<file path="src/rtl/thermal_interlock_fan_control_macros.svh">
// Assertion macros shared by the thermal interlock RTL.
// No dependencies; taken in by `include where assertions are written.
`ifndef THERMAL_INTERLOCK_FAN_CONTROL_MACROS_SVH
`define THERMAL_INTERLOCK_FAN_CONTROL_MACROS_SVH

// Same-cycle implication, disabled during reset.
`define TIFC_ASSERT_NOW(label, clk, rst, ante, cons) \
  label: assert property (@(posedge clk) disable iff (rst) (ante) |-> (cons)) \
    else $error("tifc: same-cycle check failed");

// Next-cycle implication, disabled during reset.
`define TIFC_ASSERT_NEXT(label, clk, rst, ante, cons) \
  label: assert property (@(posedge clk) disable iff (rst) (ante) |=> (cons)) \
    else $error("tifc: next-cycle check failed");

`endif

</file>
<file path="src/rtl/tifc_pkg.sv">
// Package for the thermal interlock and fan controller: payload types,
// register indexes and controller/datapath command and status structs. No dependencies.
package tifc_pkg;

  localparam int unsigned CFG_IDX_W  = 3;
  localparam int unsigned CFG_DATA_W = 16;
  localparam int unsigned NUM_W      = 20;  // fan mapping numerator, signed
  localparam int unsigned DEN_W      = 8;   // divisor magnitude

  localparam logic KIND_TICK  = 1'b0;
  localparam logic KIND_RESET = 1'b1;

  typedef enum logic [CFG_IDX_W-1:0] {
    REG_FAN_ON   = 3'd0,
    REG_CRITICAL = 3'd1,
    REG_FAN_MIN  = 3'd2,
    REG_FAN_MAX  = 3'd3,
    REG_HOLD_MS  = 3'd4
  } cfg_reg_t;

  typedef struct packed {
    logic               kind;
    logic signed [11:0] temp_driver;
    logic signed [11:0] temp_head;
    logic signed [11:0] temp_inv_pos;
    logic signed [11:0] temp_inv_neg;
    logic               button_pressed;
    logic [15:0]        elapsed_ms;
  } tifc_in_t;

  typedef struct packed {
    logic [7:0]  fan_level;
    logic        locked;
    logic        laser_enabled;
    logic        over_temp;
    logic [15:0] hold_ms_left;
  } tifc_out_t;

  // controller -> datapath
  typedef struct packed {
    logic       load;
    logic       conv;
    logic [1:0] idx;
    logic       mul1;
    logic       mul2;
    logic       div_start;
    logic       upd;
  } tifc_cmd_t;

  // datapath -> controller
  typedef struct packed {
    logic need_div;
    logic div_done;
  } tifc_status_t;

endpackage

</file>
<file path="src/rtl/thermal_interlock_fan_control.sv">
// Top level of the thermal interlock and fan controller.
// Depends on tifc_pkg, tifc_ctrl, tifc_dp (which holds tifc_div).
//
//   channel  signals                          direction  transfer when
//   in       in_valid, in_ready, in_data      sink       in_valid && in_ready
//   out      out_valid, out_ready, out_data   source     out_valid && out_ready
//   cfg      cfg_valid, cfg_ready, cfg_index,  sink       cfg_valid && cfg_ready
//            cfg_data
//
// One item at a time. An item whose fan level is interpolated also passes
// through the 20-step serial divider and so takes longer than one that needs
// no divide. rst (synchronous) restores register defaults, lock and supply on,
// timer and fan level zero. A held result does not block the next input
// transfer; the update waits for the result register.
module thermal_interlock_fan_control (
  input  logic                             clk,
  input  logic                             rst,
  input  logic                             in_valid,
  output logic                             in_ready,
  input  tifc_pkg::tifc_in_t               in_data,
  output logic                             out_valid,
  input  logic                             out_ready,
  output tifc_pkg::tifc_out_t              out_data,
  input  logic                             cfg_valid,
  output logic                             cfg_ready,
  input  logic [tifc_pkg::CFG_IDX_W-1:0]   cfg_index,
  input  logic [tifc_pkg::CFG_DATA_W-1:0]  cfg_data
);

  tifc_pkg::tifc_cmd_t    cmd;
  tifc_pkg::tifc_status_t status;

  assign cfg_ready = 1'b1;

  tifc_ctrl u_ctrl (
    .clk       (clk),
    .rst       (rst),
    .in_valid  (in_valid),
    .in_ready  (in_ready),
    .out_valid (out_valid),
    .out_ready (out_ready),
    .status    (status),
    .cmd       (cmd)
  );

  tifc_dp u_dp (
    .clk       (clk),
    .rst       (rst),
    .cmd       (cmd),
    .status    (status),
    .in_data   (in_data),
    .out_data  (out_data),
    .cfg_we    (cfg_valid && cfg_ready),
    .cfg_index (cfg_index),
    .cfg_data  (cfg_data)
  );

endmodule

</file>
<file path="src/rtl/tifc_div.sv">
// Restoring divider for the fan mapping, one quotient bit per cycle.
// Depends on tifc_pkg for operand widths.
module tifc_div (
  input  logic                        clk,
  input  logic                        rst,
  input  logic                        start,
  input  logic [tifc_pkg::NUM_W-1:0]  dividend,
  input  logic [tifc_pkg::DEN_W-1:0]  divisor,
  output logic                        done,
  output logic [tifc_pkg::NUM_W-1:0]  quotient
);

  localparam int unsigned QW    = tifc_pkg::NUM_W;
  localparam int unsigned DW    = tifc_pkg::DEN_W;
  localparam int unsigned CNT_W = $clog2(QW);

  logic             busy;
  logic [CNT_W-1:0] cnt;
  logic [DW-1:0]    rem;
  logic [DW-1:0]    rem_next;
  logic [QW-1:0]    qr;
  logic [DW:0]      trial;
  logic             ge;

  // trial subtract of the shifted remainder
  always_comb begin
    trial    = {rem, qr[QW-1]};
    ge       = trial >= {1'b0, divisor};
    rem_next = ge ? DW'(trial - {1'b0, divisor}) : trial[DW-1:0];
  end

  // control: step counter and done pulse
  always_ff @(posedge clk) begin
    if (rst) begin
      busy <= 1'b0;
      done <= 1'b0;
      cnt  <= '0;
    end else begin
      done <= 1'b0;
      if (start) begin
        busy <= 1'b1;
        cnt  <= CNT_W'(QW - 1);
      end else if (busy) begin
        if (cnt == '0) begin
          busy <= 1'b0;
          done <= 1'b1;
        end
        cnt <= cnt - 1'b1;
      end
    end
  end

  // remainder and quotient shift register
  always_ff @(posedge clk) begin
    if (start) begin
      rem <= '0;
      qr  <= dividend;
    end else if (busy) begin
      rem <= rem_next;
      qr  <= {qr[QW-2:0], ge};
    end
  end

  assign quotient = qr;

endmodule

</file>
<file path="src/rtl/tifc_dp.sv">
// Datapath: config registers, temperature conversion, fan mapping, interlock state.
// Depends on tifc_pkg and tifc_div.
module tifc_dp (
  input  logic                              clk,
  input  logic                              rst,
  input  tifc_pkg::tifc_cmd_t               cmd,
  output tifc_pkg::tifc_status_t            status,
  input  tifc_pkg::tifc_in_t                in_data,
  output tifc_pkg::tifc_out_t               out_data,
  input  logic                              cfg_we,
  input  logic [tifc_pkg::CFG_IDX_W-1:0]    cfg_index,
  input  logic [tifc_pkg::CFG_DATA_W-1:0]   cfg_data
);

  localparam int unsigned NW = tifc_pkg::NUM_W;
  localparam int unsigned DW = tifc_pkg::DEN_W;
  // x/10 == (x*1639) >> 14 for 0 <= x <= 2048
  localparam logic [22:0] DEG_RECIP = 23'd1639;

  // config registers
  logic [7:0]  fan_on;
  logic [7:0]  fan_crit;
  logic [7:0]  fan_min;
  logic [7:0]  fan_max;
  logic [15:0] hold_ms;

  always_ff @(posedge clk) begin
    if (rst) begin
      fan_on   <= 8'd32;
      fan_crit <= 8'd60;
      fan_min  <= 8'd10;
      fan_max  <= 8'd150;
      hold_ms  <= 16'd500;
    end else if (cfg_we) begin
      unique case (tifc_pkg::cfg_reg_t'(cfg_index))
        tifc_pkg::REG_FAN_ON:   fan_on   <= cfg_data[7:0];
        tifc_pkg::REG_CRITICAL: fan_crit <= cfg_data[7:0];
        tifc_pkg::REG_FAN_MIN:  fan_min  <= cfg_data[7:0];
        tifc_pkg::REG_FAN_MAX:  fan_max  <= cfg_data[7:0];
        tifc_pkg::REG_HOLD_MS:  hold_ms  <= cfg_data;
        default: ;
      endcase
    end
  end

  // item register
  tifc_pkg::tifc_in_t item;

  always_ff @(posedge clk) begin
    if (cmd.load) item <= in_data;
  end

  // one temperature per cycle: truncate tenths toward zero
  logic signed [11:0] temp_sel;
  logic [11:0]        temp_u;
  logic               raw_neg;
  logic [11:0]        raw_abs;
  logic [22:0]        deg_prod;
  logic [8:0]         mag9;
  logic signed [8:0]  deg;
  logic signed [8:0]  crit_s;
  logic signed [8:0]  on_s;

  always_comb begin
    case (cmd.idx)
      2'd0:    temp_sel = item.temp_driver;
      2'd1:    temp_sel = item.temp_head;
      2'd2:    temp_sel = item.temp_inv_pos;
      default: temp_sel = item.temp_inv_neg;
    endcase
    temp_u   = temp_sel;
    raw_neg  = temp_u[11];
    raw_abs  = raw_neg ? (~temp_u + 12'd1) : temp_u;
    deg_prod = 23'(raw_abs) * DEG_RECIP;
    mag9     = {1'b0, deg_prod[21:14]};
    deg      = raw_neg ? $signed(~mag9 + 9'd1) : $signed(mag9);
    crit_s   = $signed({1'b0, fan_crit});
    on_s     = $signed({1'b0, fan_on});
  end

  // hottest temperature and over-temperature flag
  logic signed [8:0] hottest;
  logic              over;

  always_ff @(posedge clk) begin
    if (cmd.conv) begin
      if (cmd.idx == 2'd0) begin
        hottest <= deg;
        over    <= deg > crit_s;
      end else begin
        if (deg > hottest) hottest <= deg;
        over <= over | (deg > crit_s);
      end
    end
  end

  // fan mapping operands
  logic              hot_gt_on;
  logic signed [8:0] den;
  logic signed [9:0] diff;
  logic signed [8:0] span;
  logic signed [8:0] lo_s;
  logic signed [18:0] p1;
  logic signed [17:0] p2;
  logic signed [18:0] prod1;
  logic signed [NW-1:0] num;

  always_comb begin
    hot_gt_on = hottest > on_s;
    den       = crit_s - on_s;
    diff      = $signed({hottest[8], hottest}) - $signed({2'b00, fan_on});
    span      = $signed({1'b0, fan_max}) - $signed({1'b0, fan_min});
    lo_s      = $signed({1'b0, fan_min});
    p1        = 19'(diff) * 19'(span);
    p2        = 18'(lo_s) * 18'(den);
  end

  // two multiply stages, registered between them
  always_ff @(posedge clk) begin
    if (cmd.mul1) prod1 <= p1;
    if (cmd.mul2) num   <= NW'(prod1) + NW'(p2);
  end

  // magnitudes into the divider
  logic [NW-1:0] num_u;
  logic [NW-1:0] num_abs;
  logic [8:0]    den_u;
  logic [8:0]    den_neg;
  logic [DW-1:0] den_abs;
  logic          div_done;
  logic [NW-1:0] quot;

  always_comb begin
    num_u   = num;
    num_abs = num_u[NW-1] ? (~num_u + 1'b1) : num_u;
    den_u   = den;
    den_neg = ~den_u + 9'd1;
    den_abs = den_u[8] ? den_neg[DW-1:0] : den_u[DW-1:0];
  end

  tifc_div u_div (
    .clk      (clk),
    .rst      (rst),
    .start    (cmd.div_start),
    .dividend (num_abs),
    .divisor  (den_abs),
    .done     (div_done),
    .quotient (quot)
  );

  assign status.need_div = (item.kind == tifc_pkg::KIND_TICK) && hot_gt_on && (den != '0);
  assign status.div_done = div_done;

  // clamp and fan level selection
  logic       res_neg;
  logic [7:0] fan_map;
  logic [7:0] fan_sel;

  always_comb begin
    res_neg = num[NW-1] ^ den[8];
    if (res_neg)                fan_map = 8'd0;
    else if (quot > NW'(255))   fan_map = 8'd255;
    else                        fan_map = quot[7:0];
    if (!hot_gt_on)             fan_sel = 8'd0;
    else if (den == '0)         fan_sel = fan_max;
    else                        fan_sel = fan_map;
  end

  // interlock state
  logic        lock;
  logic        supply;
  logic [15:0] hold;
  logic [7:0]  fan_level;
  logic        lock_next;
  logic        supply_next;
  logic [15:0] hold_next;
  logic [7:0]  fan_level_next;

  always_comb begin
    lock_next      = lock;
    supply_next    = supply;
    hold_next      = hold;
    fan_level_next = fan_level;
    if (item.kind == tifc_pkg::KIND_TICK) begin
      fan_level_next = fan_sel;
      if (hold != '0) begin
        hold_next = (hold >= item.elapsed_ms) ? hold - item.elapsed_ms : '0;
        if (!item.button_pressed) lock_next = 1'b0;
      end else begin
        lock_next = lock | item.button_pressed;
        if (lock_next) supply_next = 1'b0;
      end
    end else if (!over) begin
      hold_next   = hold_ms;
      supply_next = 1'b1;
    end
  end

  always_ff @(posedge clk) begin
    if (rst) begin
      lock      <= 1'b1;
      supply    <= 1'b1;
      hold      <= '0;
      fan_level <= '0;
    end else if (cmd.upd) begin
      lock      <= lock_next;
      supply    <= supply_next;
      hold      <= hold_next;
      fan_level <= fan_level_next;
    end
  end

  // result register
  always_ff @(posedge clk) begin
    if (cmd.upd) begin
      out_data.fan_level     <= fan_level_next;
      out_data.locked        <= lock_next;
      out_data.laser_enabled <= supply_next;
      out_data.over_temp     <= over;
      out_data.hold_ms_left  <= hold_next;
    end
  end

endmodule

</file>
<file path="src/rtl/tifc_ctrl.sv">
// Controller state machine: sequences conversion, multiplies, divide and update.
// Depends on tifc_pkg and thermal_interlock_fan_control_macros.svh.
`include "thermal_interlock_fan_control_macros.svh"

module tifc_ctrl (
  input  logic                   clk,
  input  logic                   rst,
  input  logic                   in_valid,
  output logic                   in_ready,
  output logic                   out_valid,
  input  logic                   out_ready,
  input  tifc_pkg::tifc_status_t status,
  output tifc_pkg::tifc_cmd_t    cmd
);

  typedef enum logic [7:0] {
    S_IDLE   = 8'b0000_0001,
    S_CONV   = 8'b0000_0010,
    S_CHK    = 8'b0000_0100,
    S_MUL1   = 8'b0000_1000,
    S_MUL2   = 8'b0001_0000,
    S_DSTART = 8'b0010_0000,
    S_DIV    = 8'b0100_0000,
    S_UPD    = 8'b1000_0000
  } state_t;

  state_t     state;
  state_t     state_next;
  logic [1:0] idx;
  logic       upd_fire;

  assign in_ready = (state == S_IDLE);
  // update waits for the result register to be free or drained this cycle
  assign upd_fire = (state == S_UPD) && (!out_valid || out_ready);

  // next state
  always_comb begin
    state_next = state;
    unique case (state)
      S_IDLE:   if (in_valid) state_next = S_CONV;
      S_CONV:   if (idx == 2'd3) state_next = S_CHK;
      S_CHK:    state_next = status.need_div ? S_MUL1 : S_UPD;
      S_MUL1:   state_next = S_MUL2;
      S_MUL2:   state_next = S_DSTART;
      S_DSTART: state_next = S_DIV;
      S_DIV:    if (status.div_done) state_next = S_UPD;
      S_UPD:    if (upd_fire) state_next = S_IDLE;
      default:  state_next = S_IDLE;
    endcase
  end

  always_ff @(posedge clk) begin
    if (rst) begin
      state <= S_IDLE;
      idx   <= '0;
    end else begin
      state <= state_next;
      if (state == S_CONV) idx <= idx + 2'd1;
    end
  end

  // result valid flag
  always_ff @(posedge clk) begin
    if (rst)            out_valid <= 1'b0;
    else if (upd_fire)  out_valid <= 1'b1;
    else if (out_ready) out_valid <= 1'b0;
  end

  // datapath commands
  always_comb begin
    cmd.load      = in_valid && in_ready;
    cmd.conv      = (state == S_CONV);
    cmd.idx       = idx;
    cmd.mul1      = (state == S_MUL1);
    cmd.mul2      = (state == S_MUL2);
    cmd.div_start = (state == S_DSTART);
    cmd.upd       = upd_fire;
  end

  `TIFC_ASSERT_NEXT(a_accept_to_conv, clk, rst, in_valid && in_ready, state == S_CONV && idx == 2'd0)
  `TIFC_ASSERT_NEXT(a_upd_sets_valid, clk, rst, upd_fire, out_valid)
  `TIFC_ASSERT_NOW(a_div_done_in_div, clk, rst, status.div_done, state == S_DIV)
  `TIFC_ASSERT_NEXT(a_conv_four_steps, clk, rst, state == S_CONV && idx == 2'd3, state == S_CHK)

endmodule
</file>
<file path="config.mk">
export PLATFORM = sky130hd
export DESIGN_NAME = thermal_interlock_fan_control
export DESIGN_NICKNAME = d
export VERILOG_FILES = /design/src/rtl/tifc_pkg.sv /design/src/rtl/thermal_interlock_fan_control.sv /design/src/rtl/tifc_div.sv /design/src/rtl/tifc_dp.sv /design/src/rtl/tifc_ctrl.sv
export VERILOG_INCLUDE_DIRS = /design/src /design/src/rtl
export SDC_FILE = /design/constraint.sdc
export NUM_CORES = 1
export LEC_CHECK = 0
export BUFFER_PORTS_ARGS = -buffer_cell sky130_fd_sc_hd__buf_4
export CAP_MARGIN = 15
export CORE_ASPECT_RATIO = 1.75
export CORE_MARGIN = 1
export CORE_UTILIZATION = 45
export CTS_CLUSTER_SIZE = 16
export DETAILED_ROUTE_END_ITERATION = 12
export GPL_TIMING_DRIVEN = 0
export PLACE_DENSITY = 0.71
export SETUP_SLACK_MARGIN = 0.3
export SYNTH_ARGS = -nofsm -noshare
export SYNTH_HDL_FRONTEND = slang
export SYNTH_SLANG_ARGS = --single-unit
</file>
<file path="constraint.sdc">
create_clock -name clk -period 20.5 [get_ports clk]
set_input_delay 1.025 -clock clk [delete_from_list [all_inputs] [get_ports clk]]
set_output_delay 1.025 -clock clk [all_outputs]
set_load 0.005 [all_outputs]
</file>
Word-level counts from Yosys, hierarchy flattened
Index checks and enable logic that the tools add are counted.
{"block": "totals", "reg_bits": 262, "input_bits": 90, "output_inout_bits": 30, "word_cells": 148}
{"block": "op_classes", "n_addsub": 12, "mul": 3, "n_lt_le_gt_ge": 6, "eq_ne": 19, "n_mux": 41, "bitwise": 9, "reduce_logical": 24}
{"cell": "two-way mux 8 bit", "count": 12}
{"cell": "two-way mux 16 bit", "count": 4}
{"cell": "one-hot mux 8 bit (8 select lines)", "count": 1}
{"cell": "two-way mux 20 bit", "count": 3}
{"cell": "one-hot mux 12 bit (3 select lines)", "count": 1}
{"cell": "> comparator 9 bit", "count": 3}
{"cell": "two-way mux 9 bit", "count": 3}
{"cell": "multiplier 12 x 11 -> 22 bit (second input constant)", "count": 1}
{"cell": "adder 19 x 18 -> 20 bit", "count": 1}
{"cell": "adder 20 x 1 -> 20 bit (second input constant)", "count": 1}
{"cell": "> comparator 20 x 8 -> 1 bit (second input constant)", "count": 1}
{"cell": "NOT 20 bit", "count": 1}
{"cell": "multiplier 10 x 9 -> 19 bit", "count": 1}
{"cell": "multiplier 9 x 9 -> 18 bit", "count": 1}
{"cell": "subtractor 8 x 8 -> 9 bit", "count": 2}
{"cell": ">= comparator 16 bit", "count": 1}
{"cell": "nonzero test 16 bit", "count": 1}
{"cell": "subtractor 16 bit", "count": 1}
{"cell": "two-way mux 1 bit", "count": 14}
{"cell": "adder 12 x 1 -> 12 bit (second input constant)", "count": 1}
{"cell": "two-way mux 12 bit", "count": 1}
{"cell": "NOT 12 bit", "count": 1}
{"cell": "AND reduction 2 bit", "count": 6}
{"cell": "two-way mux 5 bit", "count": 2}
{"cell": "39 further kinds", "count": 50}

Logic depth before layout (Yosys ltp)
Gate-level depths: netlist of the first run.
{"block": "depth", "ltp_word": 12, "ltp_mapped": 40, "mapped_depth_nobuf": 39}

By module
A second synthesis of the first run with hierarchy kept.
{"block": "hier_totals", "hier_cells": 2246, "hier_area_um2": 22266.4}
{"module": "tifc_dp", "instances": 1, "cells_each": 2003, "area_each_um2": 19752.7, "seq_area_each_um2": 5745.5}
{"module": "tifc_div", "instances": 1, "cells_each": 169, "area_each_um2": 1890.6, "seq_area_each_um2": 900.9}
{"module": "tifc_ctrl", "instances": 1, "cells_each": 72, "area_each_um2": 611.8, "seq_area_each_um2": 220.2}
{"module": "thermal_interlock_fan_control", "instances": 1, "cells_each": 2, "area_each_um2": 11.3, "seq_area_each_um2": 0.0}

Least setup slack after synthesis of the first run
No wires, ideal clock.
{"block": "synth_timing", "kind": "reg-to-reg", "start": "register u_ctrl.idx[0]", "end": "register u_dp.hottest[0], enable pin", "setup_time_ns": 0.387, "arrival_ns": 8.201, "required_ns": 20.113, "path_slack_ns": 11.911, "path_stages_with_launch": 41, "path_buffers": 1, "period_less_slack_ns": 8.589, "cell_sequence": "dfxtp_1 > inv_1 > ha_1 > clkbuf_1 > a222oi_1 > nand2_1 > o21ai_0 > ha_1 > and3_1 > nor2b_1 > a21oi_1 > xnor2_1 > ha_1 > inv_1 > fa_1 > inv_1 > fa_1 > fa_1 > [... 5 more ...] > a21o_1 > nand2_1 > o41ai_1 > xnor2_1 > inv_1 > ha_1 > inv_1 > nor2_1 > a2111oi_0 > a211oi_1 > xnor2_1 > ha_1 > o21a_1 > o21a_1 > o21ai_0 > nand2b_1 > a211oi_1 > o21ai_0"}
{"block": "synth_via", "elab_chain_cells": 12, "word_cells_on_any_way": 14, "classes_between": "2 x add/sub; 1 x mul; 1 x order compare; 2 x eq/ne; 3 x mux; 2 x bitwise; 3 x reduce/logical"}
{"item": "start: declaration", "line": "tifc_ctrl.sv:29", "rtl": "logic [1:0] idx;"}
{"item": "start signal: assignment", "line": "tifc_ctrl.sv:58", "rtl": "if (state == S_CONV) idx <= idx + 2'd1;"}
{"item": "== test 2 bit (tied with other cells)", "line": "tifc_dp.sv:65", "rtl": "case (cmd.idx)"}
{"item": "one-hot mux 12 bit (3 select lines) *", "line": "tifc_dp.sv:65"}
{"item": "NOT 12 bit", "line": "tifc_dp.sv:73", "rtl": "raw_abs = raw_neg ? (~temp_u + 12'd1) : temp_u;"}
{"item": "adder 12 x 1 -> 12 bit", "line": "tifc_dp.sv:73"}
{"item": "two-way mux 12 bit", "line": "tifc_dp.sv:73"}
{"item": "multiplier 12 x 11 -> 22 bit", "line": "tifc_dp.sv:74", "rtl": "deg_prod = 23'(raw_abs) * DEG_RECIP;"}
{"item": "NOT 8 -> 9 bit", "line": "tifc_dp.sv:76", "rtl": "deg = raw_neg ? $signed(~mag9 + 9'd1) : $signed(mag9);"}
{"item": "adder 9 x 1 -> 9 bit", "line": "tifc_dp.sv:76"}
{"item": "two-way mux 9 bit *", "line": "tifc_dp.sv:76"}
{"item": "named net u_dp.deg[0]", "line": "tifc_dp.sv:60", "rtl": "logic signed [8:0] deg;"}
{"item": "> comparator 9 bit *", "line": "tifc_dp.sv:91", "rtl": "if (deg > hottest) hottest <= deg;"}
{"item": "nonzero test 2 bit (no source line) *"}
{"item": "AND reduction 2 bit (no source line) *"}
{"item": "end signal: assignment", "line": "tifc_dp.sv:88", "rtl": "hottest <= deg;"}
{"item": "end signal: assignment", "line": "tifc_dp.sv:91"}
{"item": "end: declaration", "line": "tifc_dp.sv:82", "rtl": "logic signed [8:0] hottest;"}
The timed path passes the listed nets; every way through them passes the cells marked *.
A chain may end at the register's enable or synchronous reset.

Final worst setup path of the first run
{"block": "layout_timing", "start": "register u_ctrl.idx[1]", "end": "register u_dp.hottest[8], enable pin"}
The elaborated chain is that of the path after synthesis.

==> flow_summary.toml, run 1 <==
[timing]
worst_hold_slack_ns = 0.459
clock-skew-final_ns = 0.0239
tns_ns = 0
slew_headroom_pct = 28.2
final_max_slew_viol_count = 0
fin_crit_sh_pct = 52.8
timing.fmax_ghz = 0.0924
fin_ws_ns = 9.68
rsz0062_at_grt = "false"
setup_violations = 0
final_hold_viol_count = 0
worst-slew-pin-transition_ns = 1.07
layout_min_cycle_time_ns = 10.82

[drt]
drcViolationCount = 0
final_antenna_net_count = 0
drt_iter0_drc = 829
avgRoutedWirePerCell_um = 18.1
wirelength_um = 55800
vias = 16600
drt_first_pass_iters = 5
routed_via_density = 5.39

[cells_and_area]
fin_nets = 2929
fillCellCount = 4326
drive_gt1_share_pct = 8.86
area_growth_pct = 11.9
num_antenna_cells = 0

[clock_network]
htreeDepth = 1
cts_tree = "built"
postCtsResizedCells = 0
clkTransAtPathRegs_ns = 0.06
clk_latency_ns = 0.57
clk_path_buf_depth = 3
hold_buffers = 0
cts_buffers = 26
cts_num_sinks = 262
cts_root_buf = "clkbuf_16"
postCtsSetupRepairBufs = 0

[synth]
synthTopCellsByCount = "inv_1, nand2_1, ha_1"
synthTopCellsByArea = "edfxtp_1, fa_1, ha_1"
yosysMostFrequentCell = "inv_1"
yosys_warnings = 0
synth_top_area_share_pct = 22.2
synth_cells = 2266
synth_area_sq_um = 21900
synth_ff_type = "edfxtp_1"
synthArstFlopShare_pct = 0
syn_avg_cell_area_sq_um = 9.68
synth_fp_nets = 2777
yosysTopAreaCell = "edfxtp_1"
synth_edf_count = 162
synth-seq-area-share_pct = 31.3
ys_ff_latch = 262
yosysUniqueCellTypes = 75

[critical_path]
crit_fanout = 10
critPathLaunch = "u_ctrl.idx[1]"
required_ns = 20.81
critPathSlowestCell = "o21ai_0"
worstSetupStartpointType = "flop"
critPathMostFrequentCell = "inv_1"
end_kind = "flop"
critical_path_class = "flop to flop"
cp.arrival_ns = 11.13
reg2reg_from = "u_ctrl.idx[1]"
cp_slowest_stage_delay_ns = 0.69

[global_route]
grt-ovfl-total = 0
antenna_found_initial = 8
track_usage_pct = 22.7
grt_max_degree = 68
grt_pass1_vias = 17500
grt_first_pass_wirelength_um = 88000

[placed_design]
place_ws_ns = 9.90
gp_congestion = 0.972
numPortBuffers = 118
place_hpwl_um = 46200

[floorplanning]
ios = 120
die_area_sq_um = 49600
die_w_um = 169
die_y_um = 294
rows = 106
initial_core_util_pct = 45.8
core_area_sq_um = 47900

[min_path]
hold_class = "flop to flop"
hp-start = "u_dp.fan_min[5]"

[run_status]
status = "finished, final reports clean"

[run]
drv_cap = 0
==> cells in the final DEF (no fill, tap or decap), drive strengths merged, types with 20 or more instances in the layout <==
cell and count:
nand2b 20, o21ai 83, a21o 28, mux2i 22, mux2 20, inv 347, nor2b 22, clkbuf 91
a21oi 100, and2 26, nor3 32, xnor2 80, nand2 272, nand3 28, nor2 149, edfxtp 162
fa 180, dfxtp 100, xor2 53, ha 241, buf 128
==> metrics by stage <==
| stage | area (sq um) | util, % | cells |
|---|---|---|---|
| 2_1_floorplan | 21900 | - | 2266 |
| 3_3_place_gp | 23600 | 49.3 | 3032 |
| 3_5_place_dp | 23700 | 49.4 | 3036 |
| 4_1_cts | 24500 | 51.2 | 3084 |
| 5_1_grt | 24500 | 51.2 | 3086 |
| 6_report | 24500 | 51.2 | 3086 |
==> worst max-delay path: cells and delay by family, from the launching register on <==
| family | cells | cell delay (ns) |
|---|---|---|
| compound gates | 12 | 3.44 |
| fa+ha+maj | 8 | 2.98 |
| xor+xnor | 4 | 1.53 |
| buf+inv | 9 | 1.10 |
| simple gates | 7 | 1.10 |
| flops | 1 | 0.40 |
==> metal layers <==
metal | vias up | global-route usage [%] | share of wire, %
met5 | - | 0 | 0.20
met2 | 445 | 44.2 | 55
met1 | 8078 | 22.2 | 34
li1 | 7890 | - | -
met4 | 16 | 13.7 | 6.2
met3 | 192 | 3.30 | 4.2
==> cell families (layout without fill, tap and decap cells) <==
kind of cell / count (synthesis) / count (layout) / synth area share, %
AOI/OAI and AO/OA: 359 / 359 / 10.7
other: 1 / 1 / 0.0171
DFF: 262 / 262 / 31.3
adders and majority gates: 421 / 421 / 30.2
xor gates and xnor gates: 133 / 133 / 5.31
and+or+nand+nor: 638 / 638 / 13.4
muxes: 42 / 42 / 2.03
buffers and inverters: 410 / 582 / 7.04
==> flip-flops by register name (all words and copies together), names as in the netlist, 9 cells and up <==
signal	count
u_dp.item	66
u_dp.hold	16
u_dp.prod1	19
u_dp.hottest	9
u_dp.out_data	27
u_dp.hold_ms	16
u_dp.num	20
u_dp.u_div.quotient	20
==> final cells by class <==
type | count | area, sq um | share of cell area, %
timing repair buffer | 124 | 933 | 3.80
tap | 648 | 811 | 3.30
buffer | 63 | 243 | 0.989
inverter | 347 | 1300 | 5.31
multi-input combinational | 1594 | 13500 | 55.1
clock buffer | 32 | 704 | 2.87
sequential | 262 | 6870 | 28.0
clock inverter | 16 | 148 | 0.602
==> worst paths after layout <==
kind / endpoint / slack (ns) / cells past startpoint
setup / recovery: u_dp.hottest[8] / 9.68 / 40
hold / removal: u_dp.fan_min[5] / 0.46 / 2
setup reg to reg: u_dp.hottest[8] / 9.68 / 40
hold reg to reg: u_dp.fan_min[5] / 0.46 / 2
Power of run 1 is not shown: default switching activity piles up to over one toggle a cycle in this logic, so the estimate is an artifact.
==> run 2: changes to the inputs <==
--- a/config.mk
+++ b/config.mk
@@ -14,7 +14,7 @@
 export CTS_CLUSTER_SIZE = 16
 export DETAILED_ROUTE_END_ITERATION = 12
 export GPL_TIMING_DRIVEN = 0
-export PLACE_DENSITY = 0.71
+export PLACE_DENSITY = 0.73
 export SETUP_SLACK_MARGIN = 0.3
 export SYNTH_ARGS = -nofsm -noshare
 export SYNTH_HDL_FRONTEND = slang
==> constraint.sdc (replaced) <==
create_clock -name clk -period 9.05 [get_ports clk]
set_input_delay 0.4525 -clock clk [delete_from_list [all_inputs] [get_ports clk]]
set_output_delay 0.4525 -clock clk [all_outputs]
set_load 0.005 [all_outputs]
==> run 2 against run 1 <==
Against the previous run: critical path depth is 1 lower; setup slack worse by 9.0 ns; clock-buffer cell count rose by 6; non-clock buffer count grew 23; critical endpoint unchanged.
==> flow_summary.toml, run 2 (same netlist as run 1, synthesis figures left out) <==
[run_status]
status = "finished, final reports clean"

[critical_path]
required_ns = 9.38
reg2reg_depth = 39
critical_path_class = "flop to flop"
r2r_end = "u_dp.hottest[8]"
cp.arrival_ns = 8.74
reg2reg_from = "u_ctrl.idx[1]"
crit_fanout = 10
critPathMostFrequentCell = "inv_1"
end_kind = "flop"
critPathSlowestCell = "fa_1"
worstSetupStartpointType = "flop"
cp_slowest_stage_delay_ns = 0.54
reg2reg_slack_ns = 0.64

[cells_and_area]
multi_input_area_sq_um = 13900
seqCellArea_sq_um = 6870
fin_nets = 2953
largest_reg_flops = 66
drive_gt1_share_pct = 12.5
area_growth_pct = 15.2
final_cell_mix = "inv_1, nand2_1, ha_1"
top_register = "u_dp.item"
fillCellCount = 4227
reg.largest.list = "u_dp.item x66, u_dp.out_data x27"
layout_commonest_cell = "inv_1"

[timing]
tns_ns = 0
worst-slew-pin-transition_ns = 1.17
rsz0062_at_grt = "false"
layout_min_cycle_time_ns = 8.41
final_max_slew_viol_count = 0
clock-skew-final_ns = 0.0219
timing.fmax_ghz = 0.119
fin_crit_sh_pct = 92.9
slew_headroom_pct = 21.2
setup_violations = 0
final_hold_viol_count = 0

[min_path]
worstHoldEndpoint = "u_dp.item[10]"
whs_path_depth = 1
hold_class = "primary input to flop"
hp-start = "in_data[10]"

[floorplanning]
initial_core_util_pct = 45.8
die_w_um = 169
rows = 106
die_area_sq_um = 49600
core_area_sq_um = 47900
die_y_um = 294
ios = 120

[global_route]
grt_first_pass_wirelength_um = 89300
grt_max_degree = 68
antenna_found_initial = 8
grt_pass1_vias = 18000
track_usage_pct = 23.0
grt-ovfl-total = 0

[placed_design]
place_hpwl_um = 46200
gp_congestion = 0.969
numPortBuffers = 118

[drt]
drt_first_pass_iters = 5
wirelength_um = 56800
drt_iter0_drc = 812
drcViolationCount = 0
final_antenna_net_count = 0
avgRoutedWirePerCell_um = 18.3
routed_via_density = 5.44
vias = 16900

[clock_network]
cts_root_buf = "clkbuf_16"
cts_num_sinks = 262
htreeDepth = 1
clk_path_buf_depth = 3
clk_latency_ns = 0.59
cts_tree = "built"
clkTransAtPathRegs_ns = 0.07
cts_buffers = 27

[run]
drv_cap = 0
run 2: cell type report:
| cell class | instances | share of cell area, % |
|---|---|---|
| Antenna cell | 1 | 0.00990 |
| Buffer | 63 | 1.09 |
| Clock buffer | 38 | 3.09 |
| Clock inverter | 12 | 0.604 |
| Inverter | 347 | 5.17 |
| Multi-Input combinational cell | 1594 | 55.2 |
| Sequential cell | 262 | 27.2 |
| Tap cell | 648 | 3.21 |
| Timing Repair Buffer | 147 | 4.44 |
run 2: routing by layer:
metal	routed length [um]	track usage, %	up-vias	part of all wire (%)
met4	3690	14.1	14	6.5
li1	-	-	7943	-
met3	2490	3.20	191	4.4
met5	91	0	-	0.16
met2	31700	45.1	449	56
met1	18900	22.2	8347	33
run 2: through the flow:
stage               hold WS (ns)  instances  area (sq um)  utilization [%]  setup slack, ns
finish                    0.0372       3112         25300             52.8            0.643
global route              0.0156       3111         25300             52.8            0.190
CTS                       0.0197       3097         24900             51.9            0.300
detailed placement         0.451       3036         23700             49.4            -1.22
global placement           0.436       3032         23600             49.3            -1.34
floorplan                  0.424       2266         21900                -            0.461
run 2: worst max-delay path: cells and delay by family (launching register included):
kind                       cells  cell delay (ns)
AOI/OAI and AO/OA             12             1.88
xor gates and xnor gates       2             0.36
adders and majority gates      9             3.43
buffers and inverters          9             1.11
DFF                            1             0.37
muxes                          1             0.37
and+or+nand+nor                6             0.59
run 2: how the worst max path moves through the flow:
stage	startpoint	to	slack, ns	cells past startpoint
3_3_place_gp	u_ctrl.idx[1]	u_dp.hottest[8]	-1.34	37
6_report	u_ctrl.idx[1]	u_dp.hottest[8]	0.64	39
2_1_floorplan	u_ctrl.idx[0]	u_dp.hottest[0]	0.46	40
5_1_grt	u_ctrl.idx[1]	u_dp.over	0.19	44
4_1_cts	u_ctrl.idx[0]	u_dp.hottest[8]	0.30	41
3_5_place_dp	u_ctrl.idx[1]	u_dp.hottest[8]	-1.22	38
run 2: repair_timing:
item,CTS,global route
resized for setup,52,60
pin swaps,13,32
buffers inserted,11,13
hold buffers,0,0
setup endpoints to repair,11,10
Power of run 2 is left out for the same reason.
==> run 3: changes to the inputs <==
--- a/config.mk
+++ b/config.mk
@@ -14,7 +14,7 @@
 export CTS_CLUSTER_SIZE = 16
 export DETAILED_ROUTE_END_ITERATION = 12
 export GPL_TIMING_DRIVEN = 0
-export PLACE_DENSITY = 0.73
+export PLACE_DENSITY = 0.71
 export SETUP_SLACK_MARGIN = 0.3
 export SYNTH_ARGS = -nofsm -noshare
 export SYNTH_HDL_FRONTEND = slang
==> constraint.sdc (replaced) <==
create_clock -name clk -period 9.9 [get_ports clk]
set_input_delay 0.495 -clock clk [delete_from_list [all_inputs] [get_ports clk]]
set_output_delay 0.495 -clock clk [all_outputs]
set_load 0.005 [all_outputs]
==> run 3 against run 2 <==
Against the previous run: sequential cell count is the same; maximum frequency shrank 9.5%; via count shrank 1.1%; cell area shrank 2.2%; utilization shrank 1.1 points; largest cell class unchanged; critical path depth grew 2; clock-buffer cell count shrank 6.
==> flow_summary.toml, run 3 (same netlist as run 1, synthesis figures left out) <==
[drt]
vias = 16800
wirelength_um = 56300
final_antenna_net_count = 0
drt_first_pass_iters = 8
avgRoutedWirePerCell_um = 18.2
routed_via_density = 5.42
drt_iter0_drc = 820
drcViolationCount = 0

[cells_and_area]
finish.utilization_pct = 51.6
fin_nets = 2934
fillCellCount = 4305
top_register = "u_dp.item"
num_antenna_cells = 0
final_cell_mix = "inv_1, nand2_1, ha_1"
drive_gt1_share_pct = 10.4
reg.largest.list = "u_dp.item x66, u_dp.out_data x27"
largest_reg_flops = 66
layout_commonest_cell = "inv_1"
area_growth_pct = 12.7

[critical_path]
crit_fanout = 10
critical_path_class = "flop to flop"
critPathSlowestCell = "fa_1"
end_kind = "flop"
required_ns = 10.21
worstSetupStartpointType = "flop"
critPathMostFrequentCell = "inv_1"
cp.arrival_ns = 9.60
reg2reg_slack_ns = 0.61
cp_slowest_stage_delay_ns = 0.56

[clock_network]
clk_latency_ns = 0.57
cts_buffers = 26
clkTransAtPathRegs_ns = 0.07
htreeDepth = 1
clk_path_buf_depth = 3
cts_num_sinks = 262
cts_root_buf = "clkbuf_16"
cts_tree = "built"
hold_buffers = 0

[timing]
rsz0062_at_grt = "false"
worst_hold_slack_ns = 0.0990
layout_min_cycle_time_ns = 9.29
clock-skew-final_ns = 0.0273
final_max_slew_viol_count = 0
setup_violations = 0
final_hold_viol_count = 0
slew_headroom_pct = 25.9
worst-slew-pin-transition_ns = 1.10
timing.fmax_ghz = 0.108
fin_crit_sh_pct = 93.8

[global_route]
antenna_found_initial = 8
track_usage_pct = 22.8
grt_max_degree = 68
grt_first_pass_wirelength_um = 88300
grt_pass1_vias = 17600
grt-ovfl-total = 0

[placed_design]
gp_congestion = 0.972
place_hpwl_um = 46200
numPortBuffers = 118

[floorplanning]
ios = 120
rows = 106
die_y_um = 294
core_area_sq_um = 47900
die_w_um = 169
initial_core_util_pct = 45.8
die_area_sq_um = 49600

[run_status]
status = "finished, final reports clean"

[min_path]
hold_class = "primary input to flop"

[run]
drv_cap = 0
-- run 3: final cells by class --
class                      instances  area [sq um]  share of cell area [%]
multi-input combinational       1594         13700                    55.2
sequential                       262          6870                    27.8
inverter                         347          1300                    5.27
timing repair buffer             129           971                    3.93
tap                              648           811                    3.28
clock buffer                      32           704                    2.85
buffer                            63           258                    1.04
clock inverter                    16           148                   0.597
-- run 3: per-layer routing --
layer  vias to the layer above  track usage [%]  share of wire [%]
met5                         -                0               0.18
met4                        16             13.9                6.3
met3                       197             3.32                4.2
met2                       465             44.4                 55
met1                      8191             22.2                 34
li1                       7896                -                  -
-- run 3: path summary, 6_finish.rpt --
check                                     start         endpoint  cells past startpoint
worst max register to register    u_ctrl.idx[0]  u_dp.hottest[8]                     41
worst min register to register  u_dp.fan_min[5]  u_dp.fan_min[5]                      2
worst min-delay path                in_data[46]    u_dp.item[46]                      1
worst max-delay path              u_ctrl.idx[0]  u_dp.hottest[8]                     41
-- run 3: timing repair --
action | CTS | global route
gates resized for setup | 23 | 25
setup buffers | 1 | 4
setup endpoints to repair | 10 | 10
pin swaps | 2 | 11
-- run 3: metrics by stage --
| step | cells | setup WS (ns) | cell area, sq um | TNS [ns] |
|---|---|---|---|---|
| final | 3091 | 0.613 | 24700 | 0 |
| after global routing | 3091 | 0.203 | 24700 | 0 |
| after CTS | 3085 | 0.309 | 24600 | 0 |
| after detailed placement | 3036 | -0.702 | 23700 | -5.58 |
| after global placement | 3032 | -0.493 | 23600 | -4.43 |
| after floorplan | 2266 | 1.31 | 21900 | 0 |
-- run 3: critical path, delay by kind of cell (launching register included) --
family	cells	cell delay [ns]
adders and majority gates	10	3.82
AOI/OAI and AO/OA	13	2.45
buffers and inverters	9	0.92
and+or+nand+nor	6	0.78
xor gates and xnor gates	3	0.68
DFF	1	0.37
Power of run 3 is left out for the same reason.
